`src/sv/dcd_pkg.sv`:
```
`timescale 1ns / 1ps
// ----------------------------------------------------------------------------
// Drill coordinate decoder package
// Shared constants, types and the power-of-ten table used by the decoder.
// ----------------------------------------------------------------------------
package dcd_pkg;

    localparam int INTERNAL_SCALE = 1000000;
    localparam int MAX_DIGITS     = 12;

    localparam int CHAR_W     = 8;
    localparam int CFG_IDX_W  = 2;
    localparam int CFG_DATA_W = 3;
    localparam int DIGIT_W    = 3;
    localparam int COUNT_W    = 4;
    localparam int ACC_W      = 40;
    localparam int EXP_W      = 5;
    localparam int K_W        = 4;
    localparam int VALUE_W    = 32;

    localparam logic [CFG_IDX_W-1:0] CFG_INCH_UNITS  = 2'd0;
    localparam logic [CFG_IDX_W-1:0] CFG_INT_DIGITS  = 2'd1;
    localparam logic [CFG_IDX_W-1:0] CFG_FRAC_DIGITS = 2'd2;
    localparam logic [CFG_IDX_W-1:0] CFG_TRAILING    = 2'd3;

    localparam logic [CHAR_W-1:0] CH_PLUS  = 8'h2B;
    localparam logic [CHAR_W-1:0] CH_MINUS = 8'h2D;
    localparam logic [CHAR_W-1:0] CH_POINT = 8'h2E;
    localparam logic [CHAR_W-1:0] CH_ZERO  = 8'h30;
    localparam logic [CHAR_W-1:0] CH_NINE  = 8'h39;

    // Scale factors: millimetres carry a factor of 10 and inches 254, and the
    // exponent then divides by one extra power of ten.
    localparam longint unsigned SCALE_MM = longint'(INTERNAL_SCALE) * 10;
    localparam longint unsigned SCALE_IN = longint'(INTERNAL_SCALE) * 254;
    localparam int SCALE_W   = $clog2(SCALE_IN + 1);
    localparam int MUL_STEPS = (SCALE_W + 3) / 4;
    localparam int MUL_BITS  = MUL_STEPS * 4;
    localparam int MUL_CNT_W = (MUL_STEPS > 1) ? $clog2(MUL_STEPS) : 1;
    localparam int PROD_W    = ACC_W + MUL_BITS;
    localparam int WORK_W    = PROD_W + 1;
    localparam int CNT_W     = $clog2(WORK_W);

    // Largest divisor is ten to the power MAX_DIGITS + 1.
    localparam int MAX_K = MAX_DIGITS + 1;
    localparam int DIV_W = 44;

    localparam int QUEUE_DEPTH = 2;
    localparam int QPTR_W      = (QUEUE_DEPTH > 1) ? $clog2(QUEUE_DEPTH) : 1;
    localparam int QCNT_W      = $clog2(QUEUE_DEPTH + 1);

    typedef struct packed {
        logic                   inch_units;
        logic [CFG_DATA_W-1:0]  integer_digits;
        logic [CFG_DATA_W-1:0]  fraction_digits;
        logic                   trailing_suppressed;
    } t_cfg;

    typedef struct packed {
        logic [ACC_W-1:0]        acc;
        logic signed [EXP_W-1:0] exp;
        logic                    neg;
        logic                    sat;
        logic                    bad;
        logic                    inch;
    } t_job;

    function automatic logic [DIV_W-1:0] f_pow10(input logic [K_W-1:0] k);
        logic [63:0] p;
        unique case (k)
            4'd0:    p = 64'd1;
            4'd1:    p = 64'd10;
            4'd2:    p = 64'd100;
            4'd3:    p = 64'd1000;
            4'd4:    p = 64'd10000;
            4'd5:    p = 64'd100000;
            4'd6:    p = 64'd1000000;
            4'd7:    p = 64'd10000000;
            4'd8:    p = 64'd100000000;
            4'd9:    p = 64'd1000000000;
            4'd10:   p = 64'd10000000000;
            4'd11:   p = 64'd100000000000;
            4'd12:   p = 64'd1000000000000;
            4'd13:   p = 64'd10000000000000;
            default: p = 64'd1;
        endcase
        return p[DIV_W-1:0];
    endfunction

endpackage

```
`src/sv/dcd_intf.sv`:
```
`timescale 1ns / 1ps
// ----------------------------------------------------------------------------
// Drill coordinate decoder channels
// Character input, coordinate output and configuration write channels.
// ----------------------------------------------------------------------------
interface dcd_char_if import dcd_pkg::*; ();
    logic              valid;
    logic              ready;
    logic [CHAR_W-1:0] char_code;
    logic              token_end;

    modport source(output valid, output char_code, output token_end, input ready);
    modport sink(input valid, input char_code, input token_end, output ready);
endinterface

interface dcd_coord_if import dcd_pkg::*; ();
    logic               valid;
    logic               ready;
    logic [VALUE_W-1:0] coord_value;
    logic               malformed;
    logic               saturated;

    modport source(output valid, output coord_value, output malformed,
                   output saturated, input ready);
    modport sink(input valid, input coord_value, input malformed,
                 input saturated, output ready);
endinterface

interface dcd_cfg_if import dcd_pkg::*; ();
    logic                  valid;
    logic                  ready;
    logic [CFG_IDX_W-1:0]  index;
    logic [CFG_DATA_W-1:0] data;

    modport source(output valid, output index, output data, input ready);
    modport sink(input valid, input index, input data, output ready);
endinterface

```
`src/sv/drill_coordinate_decoder.sv`:
```
`timescale 1ns / 1ps
// ----------------------------------------------------------------------------
// Drill coordinate decoder
// Converts drill-file coordinate tokens, one character per item, into
// signed coordinates in internal units with malformed and saturated flags.
// ----------------------------------------------------------------------------
// Characters are taken one per cycle while the job queue has room; the end
// mark of a token turns it into a job for the arithmetic unit, which holds one
// job at a time. A malformed token goes straight from taking the job to loading
// the result. A well-formed token steps through taking the job, radix-16 scale
// multiplication and a selection step, then either multiply-by-ten for a
// non-negative decimal exponent, or the bit-serial restoring divider that
// rounds a negative exponent, and a final load of the result register. A
// two-entry job queue lets the next tokens be parsed meanwhile, and the result
// register lets a new job run while the previous result waits to be taken.
// ----------------------------------------------------------------------------
module drill_coordinate_decoder import dcd_pkg::*; (
    input  logic        i_clk,
    input  logic        i_rst_n,
    dcd_char_if.sink    i_char,
    dcd_coord_if.source o_coord,
    dcd_cfg_if.sink     i_cfg
);

    t_cfg r_cfg;
    logic w_push_valid;
    logic w_push_ready;
    t_job w_push_job;
    logic w_pop_valid;
    logic w_pop_ready;
    t_job w_pop_job;

    assign i_cfg.ready = 1'b1;

    always_ff @(posedge i_clk) begin
        if (!i_rst_n) begin
            r_cfg.inch_units          <= 1'b0;
            r_cfg.integer_digits      <= CFG_DATA_W'(3);
            r_cfg.fraction_digits     <= CFG_DATA_W'(3);
            r_cfg.trailing_suppressed <= 1'b1;
        end else if (i_cfg.valid) begin
            unique case (i_cfg.index)
                CFG_INCH_UNITS:  r_cfg.inch_units          <= i_cfg.data[0];
                CFG_INT_DIGITS:  r_cfg.integer_digits      <= i_cfg.data;
                CFG_FRAC_DIGITS: r_cfg.fraction_digits     <= i_cfg.data;
                CFG_TRAILING:    r_cfg.trailing_suppressed <= i_cfg.data[0];
            endcase
        end
    end

    dcd_front u_front (
        .i_clk        (i_clk),
        .i_rst_n      (i_rst_n),
        .i_char       (i_char),
        .i_cfg        (r_cfg),
        .o_push_valid (w_push_valid),
        .i_push_ready (w_push_ready),
        .o_push_job   (w_push_job)
    );

    dcd_queue u_queue (
        .i_clk        (i_clk),
        .i_rst_n      (i_rst_n),
        .i_push_valid (w_push_valid),
        .o_push_ready (w_push_ready),
        .i_push_job   (w_push_job),
        .o_pop_valid  (w_pop_valid),
        .i_pop_ready  (w_pop_ready),
        .o_pop_job    (w_pop_job)
    );

    dcd_back u_back (
        .i_clk        (i_clk),
        .i_rst_n      (i_rst_n),
        .i_pop_valid  (w_pop_valid),
        .o_pop_ready  (w_pop_ready),
        .i_pop_job    (w_pop_job),
        .o_coord      (o_coord)
    );

endmodule

```
`src/sv/dcd_front.sv`:
```
`timescale 1ns / 1ps
// ----------------------------------------------------------------------------
// Drill coordinate decoder front end
// Parses token characters and emits one conversion job per token.
// ----------------------------------------------------------------------------
module dcd_front import dcd_pkg::*; (
    input  logic       i_clk,
    input  logic       i_rst_n,
    dcd_char_if.sink   i_char,
    input  t_cfg       i_cfg,
    output logic       o_push_valid,
    input  logic       i_push_ready,
    output t_job       o_push_job
);

    logic [ACC_W-1:0]   r_acc, n_acc;
    logic [COUNT_W-1:0] r_cnt, n_cnt;
    logic [COUNT_W-1:0] r_dap, n_dap;
    logic               r_point, n_point;
    logic               r_neg, n_neg;
    logic               r_bad, n_bad;
    logic               r_ovf, n_ovf;
    logic               r_started;

    logic               w_accept;
    logic [CHAR_W-1:0]  w_c;
    logic [COUNT_W-1:0] w_frac;
    logic [COUNT_W-1:0] w_total;
    logic [COUNT_W-1:0] w_pad;
    logic [EXP_W:0]     w_exp;

    assign i_char.ready = i_push_ready;
    assign w_accept     = i_char.valid && i_push_ready;
    assign w_c          = i_char.char_code;

    always_comb begin
        n_acc   = r_acc;
        n_cnt   = r_cnt;
        n_dap   = r_dap;
        n_point = r_point;
        n_neg   = r_neg;
        n_bad   = r_bad;
        n_ovf   = r_ovf;
        priority if (w_c == CH_PLUS || w_c == CH_MINUS) begin
            if (r_started) begin
                n_bad = 1'b1;
            end else if (w_c == CH_MINUS) begin
                n_neg = 1'b1;
            end
        end else if (w_c == CH_POINT) begin
            if (r_point) begin
                n_bad = 1'b1;
            end
            n_point = 1'b1;
        end else if (w_c >= CH_ZERO && w_c <= CH_NINE) begin
            if (r_cnt < COUNT_W'(MAX_DIGITS)) begin
                n_acc = {r_acc[ACC_W-4:0], 3'b000} + {r_acc[ACC_W-2:0], 1'b0}
                      + ACC_W'(w_c[3:0]);
                n_cnt = r_cnt + 1'b1;
                if (r_point) begin
                    n_dap = r_dap + 1'b1;
                end
            end else begin
                n_ovf = 1'b1;
            end
        end else begin
            n_bad = 1'b1;
        end
    end

    always_comb begin
        w_total = COUNT_W'(i_cfg.integer_digits) + COUNT_W'(i_cfg.fraction_digits);
        w_frac  = n_point ? n_dap : COUNT_W'(i_cfg.fraction_digits);
        if (!n_point && i_cfg.trailing_suppressed && (w_total > n_cnt)) begin
            w_pad = w_total - n_cnt;
        end else begin
            w_pad = '0;
        end
        w_exp = (EXP_W+1)'(w_pad) - (EXP_W+1)'(w_frac) - (EXP_W+1)'(1);
    end

    assign o_push_valid    = i_char.valid && i_char.token_end;
    assign o_push_job.acc  = n_acc;
    assign o_push_job.exp  = w_exp[EXP_W-1:0];
    assign o_push_job.neg  = n_neg;
    assign o_push_job.sat  = n_ovf;
    assign o_push_job.bad  = n_bad || (n_cnt == '0);
    assign o_push_job.inch = i_cfg.inch_units;

    always_ff @(posedge i_clk) begin
        if (!i_rst_n) begin
            r_acc     <= '0;
            r_cnt     <= '0;
            r_dap     <= '0;
            r_point   <= 1'b0;
            r_neg     <= 1'b0;
            r_bad     <= 1'b0;
            r_ovf     <= 1'b0;
            r_started <= 1'b0;
        end else if (w_accept) begin
            if (i_char.token_end) begin
                r_acc     <= '0;
                r_cnt     <= '0;
                r_dap     <= '0;
                r_point   <= 1'b0;
                r_neg     <= 1'b0;
                r_bad     <= 1'b0;
                r_ovf     <= 1'b0;
                r_started <= 1'b0;
            end else begin
                r_acc     <= n_acc;
                r_cnt     <= n_cnt;
                r_dap     <= n_dap;
                r_point   <= n_point;
                r_neg     <= n_neg;
                r_bad     <= n_bad;
                r_ovf     <= n_ovf;
                r_started <= 1'b1;
            end
        end
    end

endmodule

```
`src/sv/dcd_queue.sv`:
```
`timescale 1ns / 1ps
// ----------------------------------------------------------------------------
// Drill coordinate decoder job queue
// Small register FIFO that decouples the parser from the arithmetic unit.
// ----------------------------------------------------------------------------
module dcd_queue import dcd_pkg::*; (
    input  logic i_clk,
    input  logic i_rst_n,
    input  logic i_push_valid,
    output logic o_push_ready,
    input  t_job i_push_job,
    output logic o_pop_valid,
    input  logic i_pop_ready,
    output t_job o_pop_job
);

    t_job              r_slot [QUEUE_DEPTH];
    logic [QPTR_W-1:0] r_wr_ptr;
    logic [QPTR_W-1:0] r_rd_ptr;
    logic [QCNT_W-1:0] r_count;
    logic              w_push;
    logic              w_pop;

    assign o_push_ready = (r_count != QCNT_W'(QUEUE_DEPTH));
    assign o_pop_valid  = (r_count != '0);
    assign o_pop_job    = r_slot[r_rd_ptr];
    assign w_push       = i_push_valid && o_push_ready;
    assign w_pop        = o_pop_valid && i_pop_ready;

    always_ff @(posedge i_clk) begin
        if (w_push) begin
            r_slot[r_wr_ptr] <= i_push_job;
        end
    end

    always_ff @(posedge i_clk) begin
        if (!i_rst_n) begin
            r_wr_ptr <= '0;
            r_rd_ptr <= '0;
            r_count  <= '0;
        end else begin
            if (w_push) begin
                r_wr_ptr <= (r_wr_ptr == QPTR_W'(QUEUE_DEPTH - 1)) ? '0 : r_wr_ptr + 1'b1;
            end
            if (w_pop) begin
                r_rd_ptr <= (r_rd_ptr == QPTR_W'(QUEUE_DEPTH - 1)) ? '0 : r_rd_ptr + 1'b1;
            end
            if (w_push && !w_pop) begin
                r_count <= r_count + 1'b1;
            end else if (w_pop && !w_push) begin
                r_count <= r_count - 1'b1;
            end
        end
    end

`ifndef ASSERT_OFF
    a_count_bound: assert property (@(posedge i_clk) disable iff (!i_rst_n)
        r_count <= QCNT_W'(QUEUE_DEPTH))
        else $error("Queue count exceeds depth.");
    a_pop_follows_push: assert property (@(posedge i_clk) disable iff (!i_rst_n)
        (r_count == '0) && i_push_valid |=> o_pop_valid)
        else $error("A pushed job is not visible at the queue head.");
`endif

endmodule

```
`src/sv/dcd_back.sv`:
```
`timescale 1ns / 1ps
// ----------------------------------------------------------------------------
// Drill coordinate decoder back end
// Scales, rounds and clamps one job at a time and holds the result register.
// ----------------------------------------------------------------------------
module dcd_back import dcd_pkg::*; (
    input  logic       i_clk,
    input  logic       i_rst_n,
    input  logic       i_pop_valid,
    output logic       o_pop_ready,
    input  t_job       i_pop_job,
    dcd_coord_if.source o_coord
);

    localparam logic [2:0] ST_IDLE = 3'd0;
    localparam logic [2:0] ST_MUL  = 3'd1;
    localparam logic [2:0] ST_SEL  = 3'd2;
    localparam logic [2:0] ST_UP   = 3'd3;
    localparam logic [2:0] ST_DIV  = 3'd4;
    localparam logic [2:0] ST_DONE = 3'd5;

    logic [2:0]              r_state;
    logic [ACC_W-1:0]        r_acc;
    logic signed [EXP_W-1:0] r_exp;
    logic                    r_neg;
    logic                    r_sat;
    logic                    r_bad;
    logic                    r_inch;
    logic [CNT_W-1:0]        r_cnt;
    logic [WORK_W-1:0]       r_work;
    logic [DIV_W-1:0]        r_div;
    logic [DIV_W-1:0]        r_rem;

    logic                    r_out_valid;
    logic [VALUE_W-1:0]      r_out_value;
    logic                    r_out_malformed;
    logic                    r_out_saturated;

    logic [MUL_BITS-1:0]     w_scale;
    logic [3:0]              w_nib;
    logic [ACC_W+3:0]        w_pp;
    logic [EXP_W-1:0]        w_negexp;
    logic [K_W-1:0]          w_k;
    logic [DIV_W-1:0]        w_pow;
    logic [DIV_W:0]          w_trial;
    logic                    w_ge;
    logic [DIV_W:0]          w_diff;
    logic [35:0]             w_x10;
    logic [WORK_W-1:0]       w_limit;
    logic                    w_over;
    logic [VALUE_W-1:0]      w_mag;
    logic                    w_load;

    assign o_pop_ready = (r_state == ST_IDLE);

    assign w_scale  = r_inch ? MUL_BITS'(SCALE_IN) : MUL_BITS'(SCALE_MM);
    assign w_nib    = w_scale[r_cnt[MUL_CNT_W-1:0]*4 +: 4];
    assign w_pp     = (ACC_W+4)'(r_acc) * (ACC_W+4)'(w_nib);
    assign w_negexp = -r_exp;
    assign w_k      = w_negexp[K_W-1:0];
    assign w_pow    = f_pow10(w_k);
    assign w_trial  = {r_rem, r_work[WORK_W-1]};
    assign w_ge     = (w_trial >= {1'b0, r_div});
    assign w_diff   = w_trial - {1'b0, r_div};
    assign w_x10    = {1'b0, r_work[31:0], 3'b000} + {3'b000, r_work[31:0], 1'b0};
    assign w_limit  = r_neg ? WORK_W'(32'h8000_0000) : WORK_W'(32'h7FFF_FFFF);
    assign w_over   = (r_work > w_limit);
    assign w_mag    = w_over ? w_limit[VALUE_W-1:0] : r_work[VALUE_W-1:0];
    assign w_load   = (r_state == ST_DONE) && (!r_out_valid || o_coord.ready);

    always_ff @(posedge i_clk) begin
        if (!i_rst_n) begin
            r_state <= ST_IDLE;
        end else begin
            unique case (r_state)
                ST_IDLE: begin
                    if (i_pop_valid) begin
                        r_state <= i_pop_job.bad ? ST_DONE : ST_MUL;
                    end
                end
                ST_MUL: begin
                    if (r_cnt == '0) begin
                        r_state <= ST_SEL;
                    end
                end
                ST_SEL: begin
                    r_state <= r_exp[EXP_W-1] ? ST_DIV : ST_UP;
                end
                ST_UP: begin
                    if (w_over || r_cnt == '0) begin
                        r_state <= ST_DONE;
                    end
                end
                ST_DIV: begin
                    if (r_cnt == '0) begin
                        r_state <= ST_DONE;
                    end
                end
                ST_DONE: begin
                    if (w_load) begin
                        r_state <= ST_IDLE;
                    end
                end
                default: begin
                    r_state <= ST_IDLE;
                end
            endcase
        end
    end

    always_ff @(posedge i_clk) begin
        unique case (r_state)
            ST_IDLE: begin
                r_acc  <= i_pop_job.acc;
                r_exp  <= i_pop_job.exp;
                r_neg  <= i_pop_job.neg;
                r_sat  <= i_pop_job.sat;
                r_bad  <= i_pop_job.bad;
                r_inch <= i_pop_job.inch;
                r_work <= '0;
                r_cnt  <= CNT_W'(MUL_STEPS - 1);
            end
            ST_MUL: begin
                r_work <= (r_work << 4) + WORK_W'(w_pp);
                r_cnt  <= r_cnt - 1'b1;
            end
            ST_SEL: begin
                if (r_exp[EXP_W-1]) begin
                    r_div  <= w_pow;
                    r_rem  <= '0;
                    r_work <= r_work + WORK_W'(w_pow >> 1);
                    r_cnt  <= CNT_W'(WORK_W - 1);
                end else begin
                    r_cnt  <= CNT_W'(r_exp[EXP_W-2:0]);
                end
            end
            ST_UP: begin
                if (!w_over && r_cnt != '0) begin
                    r_work <= WORK_W'(w_x10);
                    r_cnt  <= r_cnt - 1'b1;
                end
            end
            ST_DIV: begin
                r_rem  <= w_ge ? w_diff[DIV_W-1:0] : w_trial[DIV_W-1:0];
                r_work <= {r_work[WORK_W-2:0], w_ge};
                r_cnt  <= r_cnt - 1'b1;
            end
            default: begin
            end
        endcase
    end

    always_ff @(posedge i_clk) begin
        if (w_load) begin
            if (r_bad) begin
                r_out_value     <= '0;
                r_out_malformed <= 1'b1;
                r_out_saturated <= 1'b0;
            end else begin
                r_out_value     <= r_neg ? (~w_mag + 1'b1) : w_mag;
                r_out_malformed <= 1'b0;
                r_out_saturated <= r_sat || w_over;
            end
        end
    end

    always_ff @(posedge i_clk) begin
        if (!i_rst_n) begin
            r_out_valid <= 1'b0;
        end else if (w_load) begin
            r_out_valid <= 1'b1;
        end else if (o_coord.ready) begin
            r_out_valid <= 1'b0;
        end
    end

    assign o_coord.valid       = r_out_valid;
    assign o_coord.coord_value = r_out_value;
    assign o_coord.malformed   = r_out_malformed;
    assign o_coord.saturated   = r_out_saturated;

`ifndef ASSERT_OFF
    a_rem_below_div: assert property (@(posedge i_clk) disable iff (!i_rst_n)
        (r_state == ST_DIV) |-> (r_rem < r_div))
        else $error("Divider remainder is not below the divisor.");
    a_mul_to_sel: assert property (@(posedge i_clk) disable iff (!i_rst_n)
        (r_state == ST_MUL) && (r_cnt == '0) |=> (r_state == ST_SEL))
        else $error("Multiplier did not hand over to exponent selection.");
    a_malformed_clean: assert property (@(posedge i_clk) disable iff (!i_rst_n)
        r_out_valid && r_out_malformed |-> (r_out_value == '0) && !r_out_saturated)
        else $error("Malformed result carries a value or a saturation flag.");
    a_load_frees: assert property (@(posedge i_clk) disable iff (!i_rst_n)
        w_load |=> r_out_valid && (r_state == ST_IDLE))
        else $error("Result load did not return the unit to idle.");
`endif

endmodule

```
`src/flat_wrapper.sv`:
```
// flat-port wrapper written by rule: the top's interface ports become plain ports
module drill_coordinate_decoder_flat import dcd_pkg::*;
  (i_clk, i_rst_n, i_char_valid, i_char_char_code, i_char_token_end, i_char_ready, o_coord_valid, o_coord_coord_value, o_coord_malformed, o_coord_saturated, o_coord_ready, i_cfg_valid, i_cfg_index, i_cfg_data, i_cfg_ready);
  dcd_char_if i_char_i ();
  dcd_coord_if o_coord_i ();
  dcd_cfg_if i_cfg_i ();
  input  logic i_clk;
  input  logic i_rst_n;
  input wire logic [$bits(i_char_i.valid)-1:0] i_char_valid;
  input wire logic [$bits(i_char_i.char_code)-1:0] i_char_char_code;
  input wire logic [$bits(i_char_i.token_end)-1:0] i_char_token_end;
  output wire logic [$bits(i_char_i.ready)-1:0] i_char_ready;
  output wire logic [$bits(o_coord_i.valid)-1:0] o_coord_valid;
  output wire logic [$bits(o_coord_i.coord_value)-1:0] o_coord_coord_value;
  output wire logic [$bits(o_coord_i.malformed)-1:0] o_coord_malformed;
  output wire logic [$bits(o_coord_i.saturated)-1:0] o_coord_saturated;
  input wire logic [$bits(o_coord_i.ready)-1:0] o_coord_ready;
  input wire logic [$bits(i_cfg_i.valid)-1:0] i_cfg_valid;
  input wire logic [$bits(i_cfg_i.index)-1:0] i_cfg_index;
  input wire logic [$bits(i_cfg_i.data)-1:0] i_cfg_data;
  output wire logic [$bits(i_cfg_i.ready)-1:0] i_cfg_ready;
  assign i_char_i.valid = i_char_valid;
  assign i_char_i.char_code = i_char_char_code;
  assign i_char_i.token_end = i_char_token_end;
  assign i_char_ready = i_char_i.ready;
  assign o_coord_valid = o_coord_i.valid;
  assign o_coord_coord_value = o_coord_i.coord_value;
  assign o_coord_malformed = o_coord_i.malformed;
  assign o_coord_saturated = o_coord_i.saturated;
  assign o_coord_i.ready = o_coord_ready;
  assign i_cfg_i.valid = i_cfg_valid;
  assign i_cfg_i.index = i_cfg_index;
  assign i_cfg_i.data = i_cfg_data;
  assign i_cfg_ready = i_cfg_i.ready;
  drill_coordinate_decoder u_core (.i_clk(i_clk), .i_rst_n(i_rst_n), .i_char(i_char_i), .o_coord(o_coord_i), .i_cfg(i_cfg_i));
endmodule
```
`config.mk`:
```
export PLATFORM = sky130hd
export DESIGN_NAME = drill_coordinate_decoder_flat
export DESIGN_NICKNAME = d
export VERILOG_FILES = /design/src/sv/dcd_pkg.sv /design/src/sv/dcd_intf.sv /design/src/sv/drill_coordinate_decoder.sv /design/src/sv/dcd_front.sv /design/src/sv/dcd_queue.sv /design/src/sv/dcd_back.sv /design/src/flat_wrapper.sv
export SDC_FILE = /design/constraint.sdc
export NUM_CORES = 2
export LEC_CHECK = 0
export ABC_AREA = 1
export BUFFER_PORTS_ARGS = -buffer_cell sky130_fd_sc_hd__buf_2
export CAP_MARGIN = 20
export CORE_UTILIZATION = 65
export CTS_CLUSTER_DIAMETER = 40
export DETAILED_ROUTE_END_ITERATION = 6
export GPL_TIMING_DRIVEN = 0
export PLACE_DENSITY = 0.85
export SYNTH_ARGS = -nofsm -noshare
export SYNTH_HDL_FRONTEND = slang
export SYNTH_SLANG_ARGS = --single-unit
```
`constraint.sdc`:
```
create_clock -name i_clk -period 20.5 [get_ports i_clk]
set_input_delay 1.025 -clock i_clk [delete_from_list [all_inputs] [get_ports i_clk]]
set_output_delay 1.025 -clock i_clk [all_outputs]
set_load 0.05 [all_outputs]
```
==> qor.yml <==
routed-via-count: 36007
clock-sinks: 408
setup_viol: 0
endpoint: "u_core.u_back.r_work[63]"
drc: 2
dieHeight_um: 241
floorplan.rows: 87
status: "finished with violations"
worst-path-buf-inv: 6
cts_root_buf: "clkbuf_16"
synthArstFlopShare_pct: 0
critical-path-top-delay-family: "adder cells"
relSlewSlack_pct: 25.5
final_hold_viol_count: 0
start_kind: "flop"
synthCells: 4939
max_freq_ghz: 0.136
cts_setup_buffers: 0
grt_max_degree: 38
yosysWarnings: 0
slowest_stage: "clkbuf_1"
hold_class: "flop to flop"
tritoncts: "done"
syn_area_per_cell_um2: 7.49
slew_violations: 0
track_usage_pct: 42.7
finClkSkew_ps: 21.2
post-route-min-period_ps: 7360
die_w_um: 241
synth_edf_count: 338
htreeDepth: 3
path_class: "flop to flop"
cpPeakStageDelay_ps: 690
grt_pass1_wl_um: 189000
viasPerCell: 6.11
end_kind: "flop"
cp_data_arrival_time_ps: 7700
ys_types: 68
dp_hpwl_um: 94100
wire_per_inst_um: 20.9
gp_congestion: 1.04
syn_area_um2: 37000
ys_seq_area_share_pct: 31.2
rsz0062_at_grt: "false"
die_area_um2: 57800
ios: 56
ant_nets: 0
cp_data_required_time_ps: 20840
syn_nets: 5385
drt_iter0_drc: 3575
wl_um: 123000
clock_path_buffers: 3
setup_tns_ps: 0
antenna_found_initial: 1
nets: 5523
clkTransAtPathRegs_ps: 60
r2r_start: "u_core.u_back.r_cnt[0]"
post_cts_resized: 0
cts_hold_buf: 0
synth-main-ff-cell: "edfxtp_1"
area_delta_synth_final_pct: 10.4
reg2reg_to: "u_core.u_back.r_work[63]"
violations: "DRC"
crit_path_start: "u_core.u_back.r_cnt[0]"
maxCapViolCount: 0
numPortBuffers: 54
grt_pass1_vias: 35306
ys_ff_latch: 408
post-route-period-util_pct: 35.9
numCtsBuffers: 67
r2r_cells: 29
cp.depth: 29
clkLatencyLatePin_ps: 630
grt_overflow: 0
crit_path_max_fanout: 10
worstMarginPinSlew_ps: 1110
r2r_setup_slack_ps: 13140
crit_top_cell: "nand2_1"
dr.pass1.iters: 7
initial_utilization_pct: 65.7
layout-drive-gt1-share_pct: 6.78
core_area_um2: 56300
==> Yosys cell counts, types with 4 or more instances <==
master     count  area, um2
nand2_1      914       3430
inv_1        796       2990
nor2_1       611       2290
a21oi_1      488       2440
edfxtp_1     338      10100
o21ai_0      307       1540
ha_1         304       3800
nand3_1      214       1070
fa_1         123       2460
a31oi_1       73        457
dfxtp_1       70       1400
clkbuf_1      68        255
nor3_1        55        275
xor2_1        53        464
mux2_2        49        552
nand4_1       48        300
xnor2_1       48        420
or2_2         38        238
o211ai_1      33        248
o21a_1        26        195
nor4_1        24        150
o2111ai_1     24        210
o21ai_1       21        105
buf_1         16       60.1
inv_2         16       60.1
o221ai_1      15        131
a21boi_0      14        105
a21o_1        14        105
o21bai_1      12       90.1
nand2_2       10       62.6
buf_2          9       45.0
nor2_2         9       56.3
nand3b_1       8       60.1
clkinv_1       7       26.3
a211oi_1       6       45.0
mux2i_1        6       60.1
buf_6          5       56.3
o21ai_2        5       43.8
o22ai_1        5       31.3
o31ai_1        5       37.5
a221oi_1       4       35.0
a32oi_1        4       35.0
buf_4          4       30.0
nand3_2        4       40.0
==> routing by layer <==
layer | up-vias | track usage (%) | wire, um
met5 | - | 0 | 0
met4 | 0 | 30.7 | 9790
met3 | 497 | 7.41 | 10900
met2 | 1942 | 71.2 | 57300
met1 | 16723 | 49.6 | 45000
li1 | 16845 | - | -
==> flip-flops by register name, indices dropped and copies added (netlist names), 2 cells and up, named ones only <==
| register | cells |
|---|---|
| u_core.u_queue.r_slot | 98 |
| u_core.u_back.r_work | 69 |
| u_core.u_back.r_rem | 44 |
| u_core.u_back.r_acc | 40 |
| u_core.u_front.r_acc | 40 |
| u_core.u_back.r_div | 37 |
| u_core.u_back.o_coord.coord_value | 32 |
| u_core.r_cfg | 8 |
| u_core.u_back.r_cnt | 7 |
| u_core.u_back.r_exp | 5 |
| u_core.u_front.r_cnt | 4 |
| u_core.u_front.r_dap | 4 |
| u_core.u_back.r_state | 3 |
| u_core.u_queue.r_count | 2 |
==> kinds of logic (layout without fill, tap and decap cells) <==
| kind of cell | Yosys count | after routing | synth area share (%) |
|---|---|---|---|
| AND/OR/NAND/NOR | 1950 | 1950 | 21.9 |
| AO/OA/AOI/OAI | 1076 | 1076 | 16.3 |
| buffers and inverters | 921 | 1113 | 9.52 |
| adder cells (fa/ha/maj) | 427 | 427 | 16.9 |
| flip-flops | 408 | 408 | 31.2 |
| XOR/XNOR | 101 | 101 | 2.39 |
| multiplexers | 55 | 55 | 1.65 |
| other | 1 | 3 | 0.0101 |
==> placed cells by master (no fill, tap or decap), types with 8 or more instances in the layout <==
cell / instances
a21boi_0: 14
a21o_1: 14
a21oi_1: 488
a31oi_1: 73
buf_1: 16
buf_2: 64
buf_6: 12
clkbuf_1: 75
clkbuf_16: 70
clkinv_1: 11
dfxtp_1: 70
edfxtp_1: 338
fa_1: 123
ha_1: 304
inv_1: 796
inv_2: 16
inv_6: 11
mux2_2: 49
nand2_1: 913
nand2_2: 11
nand3_1: 214
nand3b_1: 8
nand4_1: 48
nor2_1: 607
nor2_2: 9
nor3_1: 54
nor4_1: 24
o2111ai_1: 24
o211ai_1: 33
o21a_1: 26
o21ai_0: 307
o21ai_1: 21
o21bai_1: 12
o221ai_1: 15
or2_2: 38
xnor2_1: 48
xor2_1: 53
==> layout make-up <==
class | count | area [um2]
antenna | 2 | 5.00
buffer | 102 | 447
clock buffer | 78 | 1790
clock inverter | 45 | 574
fill | 4366 | 15400
inverter | 819 | 3070
multi-input combinational | 3610 | 21900
sequential | 408 | 11600
tap | 756 | 946
timing repair buffer | 69 | 504
==> how the worst min path moves through the flow <==
stage                                  start                           to  slack (ps)  depth (start not counted)
global route                 u_core.r_cfg[7]  u_core.u_queue.r_slot[0][0]         490                          0
detailed placement           u_core.r_cfg[7]  u_core.u_queue.r_slot[0][0]         450                          0
CTS                          u_core.r_cfg[7]  u_core.u_queue.r_slot[0][0]         460                          0
finish              u_core.u_front.r_started     u_core.u_front.r_started         470                          2
floorplan                    u_core.r_cfg[7]  u_core.u_queue.r_slot[0][0]         430                          0
global placement             u_core.r_cfg[7]  u_core.u_queue.r_slot[1][0]         450                          0
==> tightest hold or removal path: stages, from the launching register on <==
cell	delay [ps]
dfxtp_1	290
inv_1	70
a21oi_1	60
==> through the flow <==
stage          area, um2  instances  util [%]  worst slack (ps)  hold slack (ps)
4_1_cts            40800       5885      72.5             13350              463
3_5_place_dp       38400       5762      68.3             13530              445
5_1_grt            40800       5887      72.6             12720              494
3_3_place_gp       38200       5749      67.9              8950              447
2_1_floorplan      37000       4939         -             12390              426
6_report           40800       5889      72.6             13140              470
Power is not shown: default switching activity piles up to over one toggle a cycle in this logic, so the estimate is an artifact.
